**config.mk**
```make
export PLATFORM = sky130hd
export DESIGN_NAME = newline_line_assembler_fifo
export DESIGN_NICKNAME = d
export VERILOG_FILES = /design/src/rtl/core/nlla_pkg.sv /design/src/rtl/core/newline_line_assembler_fifo.sv /design/src/rtl/core/nlla_front.sv /design/src/rtl/core/nlla_back.sv
export SDC_FILE = /design/constraint.sdc
export NUM_CORES = 2
export LEC_CHECK = 0
export BUFFER_PORTS_ARGS = -buffer_cell sky130_fd_sc_hd__buf_2
export CELL_PAD_IN_SITES_DETAIL_PLACEMENT = 2
export CELL_PAD_IN_SITES_GLOBAL_PLACEMENT = 2
export CORE_MARGIN = 8
export CORE_UTILIZATION = 49
export CTS_CLUSTER_SIZE = 14
export DETAILED_ROUTE_END_ITERATION = 8
export PLACE_DENSITY_LB_ADDON = 0.1
export SYNTH_ARGS = -nofsm -noshare
export SYNTH_HDL_FRONTEND = slang
export SYNTH_SLANG_ARGS = --single-unit
```
**constraint.sdc**
```tcl
create_clock -name clk -period 7.1 [get_ports clk]
set_input_delay 2.13 -clock clk [delete_from_list [all_inputs] [get_ports clk]]
set_output_delay 2.13 -clock clk [all_outputs]
set_load 0.02 [all_outputs]
```
**src/rtl/core/nlla_pkg.sv**
```systemverilog
// shared types and constants of the newline line assembler
// used by nlla_front, nlla_back and newline_line_assembler_fifo; no dependencies
package nlla_pkg;

  localparam int DATA_W  = 8;
  localparam int LIMIT_W = 6;

  localparam logic [DATA_W-1:0] NEWLINE_BYTE = 8'h0a;

  localparam logic [1:0] ST_ACCEPT   = 2'd0;
  localparam logic [1:0] ST_DROP     = 2'd1;
  localparam logic [1:0] ST_LINE     = 2'd2;
  localparam logic [1:0] ST_NOTREADY = 2'd3;

  typedef enum logic {
    CMD_ADD  = 1'b0,
    CMD_TAKE = 1'b1
  } cmd_kind_t;

  typedef struct packed {
    cmd_kind_t         kind;
    logic [DATA_W-1:0] data;
  } cmd_t;

endpackage

```
**src/rtl/core/newline_line_assembler_fifo.sv**
```systemverilog
// top level of the newline line assembler: line limit register, front and back
// depends on nlla_pkg, nlla_front, nlla_back
//
// Bytes from a serial stream are queued in a ring fifo of QUEUE_DEPTH bytes and
// handed out as lines. An add word (tuser 0) answers with one word: accepted or
// dropped because full. A take word (tuser 1) answers with the line characters
// and a last-marked terminator, or with a single "no line ready" word. An add
// is answered from idle; a take of a line enters the pop state, then pops bytes
// from the fifo memory (its single read port pops one byte a cycle, output
// permitting), with a terminator of its own when it stops at the limit or on an
// empty fifo. A two-word command queue lets input words be taken while a line
// is still going out. The fifo memory is not cleared after reset.
module newline_line_assembler_fifo #(
  parameter int QUEUE_DEPTH = 256,
  parameter int LINE_MAX    = 63
) (
  input  logic                         clk,
  input  logic                         rst,
  input  logic                         s_axis_tvalid,
  output logic                         s_axis_tready,
  input  logic [7:0]                   s_axis_tdata,   // byte_in
  input  logic [0:0]                   s_axis_tuser,   // action
  output logic                         m_axis_tvalid,
  input  logic                         m_axis_tready,
  output logic [7:0]                   m_axis_tdata,   // char_out
  output logic [1:0]                   m_axis_tuser,   // status
  output logic                         m_axis_tlast,
  input  logic                         cfg_we,
  input  logic [nlla_pkg::LIMIT_W-1:0] cfg_wdata
);

  localparam logic [nlla_pkg::LIMIT_W-1:0] LIMIT_MAX = nlla_pkg::LIMIT_W'(LINE_MAX);

  logic [nlla_pkg::LIMIT_W-1:0] line_limit;
  logic [nlla_pkg::LIMIT_W-1:0] limit_eff;
  logic                         cmd_valid;
  logic                         cmd_ready;
  nlla_pkg::cmd_t               cmd;

  always_ff @(posedge clk) begin
    if (rst) begin
      line_limit <= LIMIT_MAX;
    end else if (cfg_we) begin
      line_limit <= cfg_wdata;
    end
  end

  assign limit_eff = (line_limit > LIMIT_MAX) ? LIMIT_MAX : line_limit;

  nlla_front u_front (
    .clk       (clk),
    .rst       (rst),
    .in_valid  (s_axis_tvalid),
    .in_ready  (s_axis_tready),
    .in_action (s_axis_tuser[0]),
    .in_byte   (s_axis_tdata),
    .cmd_valid (cmd_valid),
    .cmd_ready (cmd_ready),
    .cmd       (cmd)
  );

  nlla_back #(
    .QUEUE_DEPTH (QUEUE_DEPTH)
  ) u_back (
    .clk        (clk),
    .rst        (rst),
    .limit      (limit_eff),
    .cmd_valid  (cmd_valid),
    .cmd_ready  (cmd_ready),
    .cmd        (cmd),
    .out_valid  (m_axis_tvalid),
    .out_ready  (m_axis_tready),
    .out_status (m_axis_tuser),
    .out_char   (m_axis_tdata),
    .out_last   (m_axis_tlast)
  );

endmodule

```
**src/rtl/core/nlla_front.sv**
```systemverilog
// front end: takes input words, decodes them into commands, two-word command queue
// depends on nlla_pkg
module nlla_front (
  input  logic                        clk,
  input  logic                        rst,
  input  logic                        in_valid,
  output logic                        in_ready,
  input  logic                        in_action,
  input  logic [nlla_pkg::DATA_W-1:0] in_byte,
  output logic                        cmd_valid,
  input  logic                        cmd_ready,
  output nlla_pkg::cmd_t              cmd
);

  nlla_pkg::cmd_t entries [2];
  logic           wr_ptr;
  logic           rd_ptr;
  logic [1:0]     count;
  logic           push;
  logic           pull;
  nlla_pkg::cmd_t decoded;

  always_comb begin
    decoded.kind = in_action ? nlla_pkg::CMD_TAKE : nlla_pkg::CMD_ADD;
    decoded.data = in_byte;
  end

  assign in_ready  = (count != 2'd2);
  assign cmd_valid = (count != 2'd0);
  assign cmd       = entries[rd_ptr];
  assign push      = in_valid && in_ready;
  assign pull      = cmd_valid && cmd_ready;

  always_ff @(posedge clk) begin
    if (push) begin
      entries[wr_ptr] <= decoded;
    end
    if (rst) begin
      wr_ptr <= 1'b0;
      rd_ptr <= 1'b0;
      count  <= 2'd0;
    end else begin
      if (push) begin
        wr_ptr <= ~wr_ptr;
      end
      if (pull) begin
        rd_ptr <= ~rd_ptr;
      end
      case ({push, pull})
        2'b10:   count <= count + 2'd1;
        2'b01:   count <= count - 2'd1;
        default: count <= count;
      endcase
    end
  end

endmodule

```
**src/rtl/core/nlla_back.sv**
```systemverilog
// back end: byte ring fifo in memory, fill and newline counts, line sequencer,
// output register; depends on nlla_pkg
module nlla_back #(
  parameter int QUEUE_DEPTH = 256
) (
  input  logic                         clk,
  input  logic                         rst,
  input  logic [nlla_pkg::LIMIT_W-1:0] limit,
  input  logic                         cmd_valid,
  output logic                         cmd_ready,
  input  nlla_pkg::cmd_t               cmd,
  output logic                         out_valid,
  input  logic                         out_ready,
  output logic [1:0]                   out_status,
  output logic [nlla_pkg::DATA_W-1:0]  out_char,
  output logic                         out_last
);

  localparam int AW = (QUEUE_DEPTH > 1) ? $clog2(QUEUE_DEPTH) : 1;
  localparam int CW = $clog2(QUEUE_DEPTH + 1);
  localparam logic [CW-1:0] DEPTH_C   = CW'(QUEUE_DEPTH);
  localparam logic [AW:0]   DEPTH_W   = (AW + 1)'(QUEUE_DEPTH);
  localparam logic [AW-1:0] LAST_ADDR = AW'(QUEUE_DEPTH - 1);

  typedef enum logic {
    S_IDLE,
    S_POP
  } state_t;

  logic [nlla_pkg::DATA_W-1:0] mem [QUEUE_DEPTH];

  state_t                       state, state_next;
  logic [AW-1:0]                rptr, rptr_next;
  logic [CW-1:0]                fill, fill_next;
  logic [CW-1:0]                nl, nl_next;
  logic [nlla_pkg::LIMIT_W-1:0] taken, taken_next;
  logic [nlla_pkg::LIMIT_W-1:0] lim, lim_next;
  logic                         full_mode, full_mode_next;
  logic [nlla_pkg::DATA_W-1:0]  rdata;

  logic                         out_free;
  logic                         is_full;
  logic [AW:0]                  wsum;
  logic [AW-1:0]                wr_addr;
  logic [AW-1:0]                rptr_inc;
  logic [AW-1:0]                rd_addr;
  logic [nlla_pkg::LIMIT_W-1:0] n_full;
  logic                         wr_en;
  logic                         pop;
  logic                         emit;
  logic [1:0]                   emit_st;
  logic [nlla_pkg::DATA_W-1:0]  emit_ch;
  logic                         emit_last;

  assign out_free  = !out_valid || out_ready;
  assign cmd_ready = (state == S_IDLE) && out_free;
  assign is_full   = (fill == DEPTH_C);
  assign wsum      = (AW + 1)'(rptr) + (AW + 1)'(fill);
  assign wr_addr   = (wsum >= DEPTH_W) ? AW'(wsum - DEPTH_W) : AW'(wsum);
  assign rptr_inc  = (rptr == LAST_ADDR) ? '0 : rptr + AW'(1);
  assign rd_addr   = pop ? rptr_inc : rptr;
  assign n_full    = (32'(limit) > QUEUE_DEPTH) ? nlla_pkg::LIMIT_W'(QUEUE_DEPTH) : limit;

  always_comb begin
    state_next     = state;
    rptr_next      = rptr;
    fill_next      = fill;
    nl_next        = nl;
    taken_next     = taken;
    lim_next       = lim;
    full_mode_next = full_mode;
    wr_en          = 1'b0;
    pop            = 1'b0;
    emit           = 1'b0;
    emit_st        = nlla_pkg::ST_LINE;
    emit_ch        = '0;
    emit_last      = 1'b1;
    case (state)
      S_IDLE: begin
        if (cmd_valid && out_free) begin
          case (cmd.kind)
            nlla_pkg::CMD_ADD: begin
              emit = 1'b1;
              if (is_full) begin
                emit_st = nlla_pkg::ST_DROP;
              end else begin
                emit_st   = nlla_pkg::ST_ACCEPT;
                wr_en     = 1'b1;
                fill_next = fill + CW'(1);
                if (cmd.data == nlla_pkg::NEWLINE_BYTE) begin
                  nl_next = nl + CW'(1);
                end
              end
            end
            nlla_pkg::CMD_TAKE: begin
              if (limit == '0) begin
                emit = 1'b1;
              end else if (nl != '0) begin
                state_next     = S_POP;
                full_mode_next = 1'b0;
                lim_next       = limit;
                taken_next     = '0;
              end else if (is_full) begin
                state_next     = S_POP;
                full_mode_next = 1'b1;
                lim_next       = n_full;
                taken_next     = '0;
              end else begin
                emit    = 1'b1;
                emit_st = nlla_pkg::ST_NOTREADY;
              end
            end
            default: begin
            end
          endcase
        end
      end
      S_POP: begin
        if (out_free) begin
          emit = 1'b1;
          if (!full_mode && (taken == lim || fill == '0)) begin
            state_next = S_IDLE;
          end else begin
            pop = 1'b1;
            if (full_mode ? (taken + nlla_pkg::LIMIT_W'(1) == lim)
                          : (rdata == nlla_pkg::NEWLINE_BYTE)) begin
              state_next = S_IDLE;
            end else begin
              emit_ch    = rdata;
              emit_last  = 1'b0;
              taken_next = taken + nlla_pkg::LIMIT_W'(1);
            end
          end
        end
      end
      default: begin
        state_next = S_IDLE;
      end
    endcase
    if (pop) begin
      rptr_next = rptr_inc;
      fill_next = fill - CW'(1);
      if (rdata == nlla_pkg::NEWLINE_BYTE && nl != '0) begin
        nl_next = nl - CW'(1);
      end
    end
  end

  always_ff @(posedge clk) begin
    if (wr_en) begin
      mem[wr_addr] <= cmd.data;
    end
    rdata <= mem[rd_addr];
  end

  always_ff @(posedge clk) begin
    taken     <= taken_next;
    lim       <= lim_next;
    full_mode <= full_mode_next;
    if (emit) begin
      out_status <= emit_st;
      out_char   <= emit_ch;
      out_last   <= emit_last;
    end
    if (rst) begin
      state     <= S_IDLE;
      rptr      <= '0;
      fill      <= '0;
      nl        <= '0;
      out_valid <= 1'b0;
    end else begin
      state <= state_next;
      rptr  <= rptr_next;
      fill  <= fill_next;
      nl    <= nl_next;
      if (emit) begin
        out_valid <= 1'b1;
      end else if (out_ready) begin
        out_valid <= 1'b0;
      end
    end
  end

endmodule
```
==> metrics.txt <==
outcome=finished with violations; failing checks=capacitance limit; design area=96,000 um2; sequential area share after synthesis=0.744; Peak supply drop=0.263 mV; clk_skew=0.0438 ns; final setup vio count=0; top_reg_cell synth=edfxtp_1; FF/Latch Area=63,700 um2; CTS tree=yes; Post-synth EDFFs=2,090; Final Hold Viols=0; most frequent cells in the layout=2,090 x edfxtp_1, 1,650 x nand2_1, 802 x nand3_1; hold buffers post-CTS=0; syn_area_per_cell=13.5 um2; Setup TNS=0 ns; Area growth, synth to finish=12.2%; max cap viols=1; Max clock buf depth=3; min Tclk post-route=6.97 ns; die height=434 um; Layout fillers=15,900; Reg clk slew, reported paths=0.07 ns; global-route wire length before repair=490,000 um; Post-CTS Resized=0; Setup Buffers After CTS=0; Placement Cell Area=89,200 um2; Vias/cell=6.69; Antenna Nets Post-Route=0; via count=59,700; placer congestion estimate=0.870; Nets=6,450; Post-Route WL=348,000 um; core area=174,000 um2; die area=188,000 um2; Residual DRC=0; pin count of the biggest net entering global routing=161; post-synthesis net count=6,401; Port Buffer Count=32; vias in the first global route=63,800; LEAKAGE=31.7 nW; Clock power frac=0.400; GRT Resource Usage Total=0.363; share of cells above drive strength 1=0.102; final HPWL from detailed placement=203,000 um; worst hold path class=reg2reg; length of the first detailed-routing pass in iterations=6; H-tree depth reported by CTS=4; Initial Utilization=0.493; Psw=0.00730 W; Arr. time, crit path=7.75 ns; crit path launch type=input port; 1st-iter DRT viols=6,843; multi-input logic area=20,400 um2; Syn Std Cell Area=85,600 um2; P per Cell Area=301 nW/um2; critical path required time=7.88 ns; commonest non-fill, non-tap cell in the layout=edfxtp_1; sequential fraction of design power=0.526; post-synthesis cell type with the largest combined area=edfxtp_1; clock sink count=2,137; Num CTS Buffers=218; Fmax achieved=0.143 GHz; worst slew pin tran=1.45 ns; num ports=33; pins over their slew limit=0; initial antenna violation count=16; Yosys top cell area share=0.733; synth unique cells=77; Int Power=0.0216 W; Mapped Cells=6,360; nature of the critical path endpoint=register; RSZ-0062 raised after global routing=false; Die X=434 um; switching part of the total=0.253; Comb power frac=0.075; Placement Rows=153; period utilisation layout=0.982; FFs w/ async S/R, synth=0; top cells by area, synth=edfxtp_1 73%, nand2_1 7.3%, nand3_1 4.7%; Worst-Skew Late Latency=0.89 ns; Worst Path Max Fanout=42; clk root buf=clkbuf_16; max_slew headroom=0.0230; flops & latches, synth=2,137; Syn. warnings=0; routed len/inst=39.0 um; total congestion overflow=0; WS Path Type=in2reg
critical path: stages:
cell	delay (ns)
buf_2	0.09
nand2b_1	0.15
nand2_1	0.33
a211oi_4	0.32
buf_4	0.39
mux2_8	0.67
buf_4	0.58
buf_4	0.34
nand2_1	0.09
and3_1	0.28
nor4_1	1.12
nand4_1	0.88
nand4_1	0.30
through the flow:
stage / cells / power (W) / hold WS, ns / setup slack (ns) / util
after floorplan: 6360 / 0.0163 / 0.472 / 2.34 / -
after global placement: 8514 / 0.0173 / 0.454 / -0.340 / 0.513
after detailed placement: 8514 / 0.0175 / 0.451 / -0.336 / 0.513
after CTS: 8920 / 0.0289 / 0.481 / 0.375 / 0.552
after global routing: 8921 / 0.0293 / 0.486 / 0.227 / 0.552
final: 8930 / 0.0289 / 0.489 / 0.126 / 0.553
power by group through the flow:
stage	sequential, W	combinational [W]	clock [W]
after global placement	0.0154	0.00190	0
final	0.0152	0.00216	0.0116
after detailed placement	0.0155	0.00208	0
after CTS	0.0152	0.00213	0.0116
after floorplan	0.0155	0.000812	0
after global routing	0.0152	0.00218	0.0119
synth_stat cells, types with 4 or more instances:
| cell | n |
|---|---|
| edfxtp_1 | 2090 |
| nand2_1 | 1667 |
| nand3_1 | 804 |
| nor2_1 | 325 |
| clkbuf_1 | 187 |
| a21oi_1 | 168 |
| mux2i_1 | 160 |
| buf_2 | 148 |
| nand4_1 | 93 |
| a31oi_1 | 74 |
| mux4_2 | 62 |
| a32oi_1 | 47 |
| dfxtp_1 | 47 |
| buf_1 | 45 |
| o211ai_1 | 35 |
| o22ai_1 | 34 |
| xnor2_1 | 30 |
| mux2_2 | 28 |
| o21ai_0 | 24 |
| inv_1 | 23 |
| a22oi_1 | 20 |
| and2_1 | 19 |
| ha_1 | 19 |
| o41ai_1 | 18 |
| xor2_1 | 15 |
| and3_1 | 13 |
| buf_4 | 13 |
| nor2b_1 | 12 |
| nor3_1 | 12 |
| o2111ai_1 | 12 |
| a211oi_1 | 9 |
| o311ai_0 | 9 |
| or3_1 | 8 |
| a211o_1 | 7 |
| nand2b_1 | 7 |
| nor4_1 | 6 |
| o31ai_1 | 5 |
| buf_6 | 4 |
| o21bai_1 | 4 |
final timing paths:
| kind | start | to | slack, ns | cells past startpoint |
|---|---|---|---|---|
| worst min register to register | line_limit[5]$_SDFFE_PP1P_ | u_back.lim[5]$_DFFE_PP_ | 0.49 | 0 |
| worst max-delay path | m_axis_tready | u_back.rdata[5]$_DFF_P_ | 0.13 | 13 |
| worst min-delay path | line_limit[5]$_SDFFE_PP1P_ | u_back.lim[5]$_DFFE_PP_ | 0.49 | 0 |
| worst max register to register | u_back.taken[2]$_SDFFCE_PN0P_ | u_back.rdata[5]$_DFF_P_ | 0.21 | 12 |
cell type report:
cell class / instances / share of cell area
flip-flops and latches: 2137 / 0.663
multi-input cells: 3803 / 0.213
clock buffers: 283 / 0.0612
well taps: 2325 / 0.0303
repair buffers: 226 / 0.0215
clock inverters: 123 / 0.00990
inverters: 23 / 0.000899
diodes: 10 / 0.000261
cell families (layout without fill, tap and decap cells):
kind of cell / after synthesis / in the layout / synth area share
compound gates: 500 / 500 / 0.0387
xor+xnor: 46 / 46 / 0.00479
fa+ha+maj: 21 / 21 / 0.00324
buf+inv: 420 / 655 / 0.0215
flops: 2137 / 2137 / 0.744
mux: 253 / 253 / 0.0392
other cells: 0 / 10 / 0
simple gates: 2983 / 2983 / 0.148
flip-flops by register name, summed over array words and instances (netlist names), 2 cells and up, named ones only:
register,cells
u_back.nl,9
u_back.lim,6
line_limit,6
u_back.out_status,2
u_back.taken,6
u_back.rdata,8
u_front.entries,18
u_front.count,2
u_back.out_char,8
u_back.fill,9
u_back.rptr,8
u_back.mem,2048
routing by layer:
| metal | vias to the layer above | GRT usage | part of all wire |
|---|---|---|---|
| met1 | 31400 | 0.446 | 0.37 |
| met2 | 3656 | 0.599 | 0.48 |
| met3 | 1111 | 0.0756 | 0.085 |
| met5 | - | 0 | 0.00020 |
| met4 | 10 | 0.210 | 0.069 |
| li1 | 23500 | - | - |
Note: power is estimated with default switching activity, not from simulation.
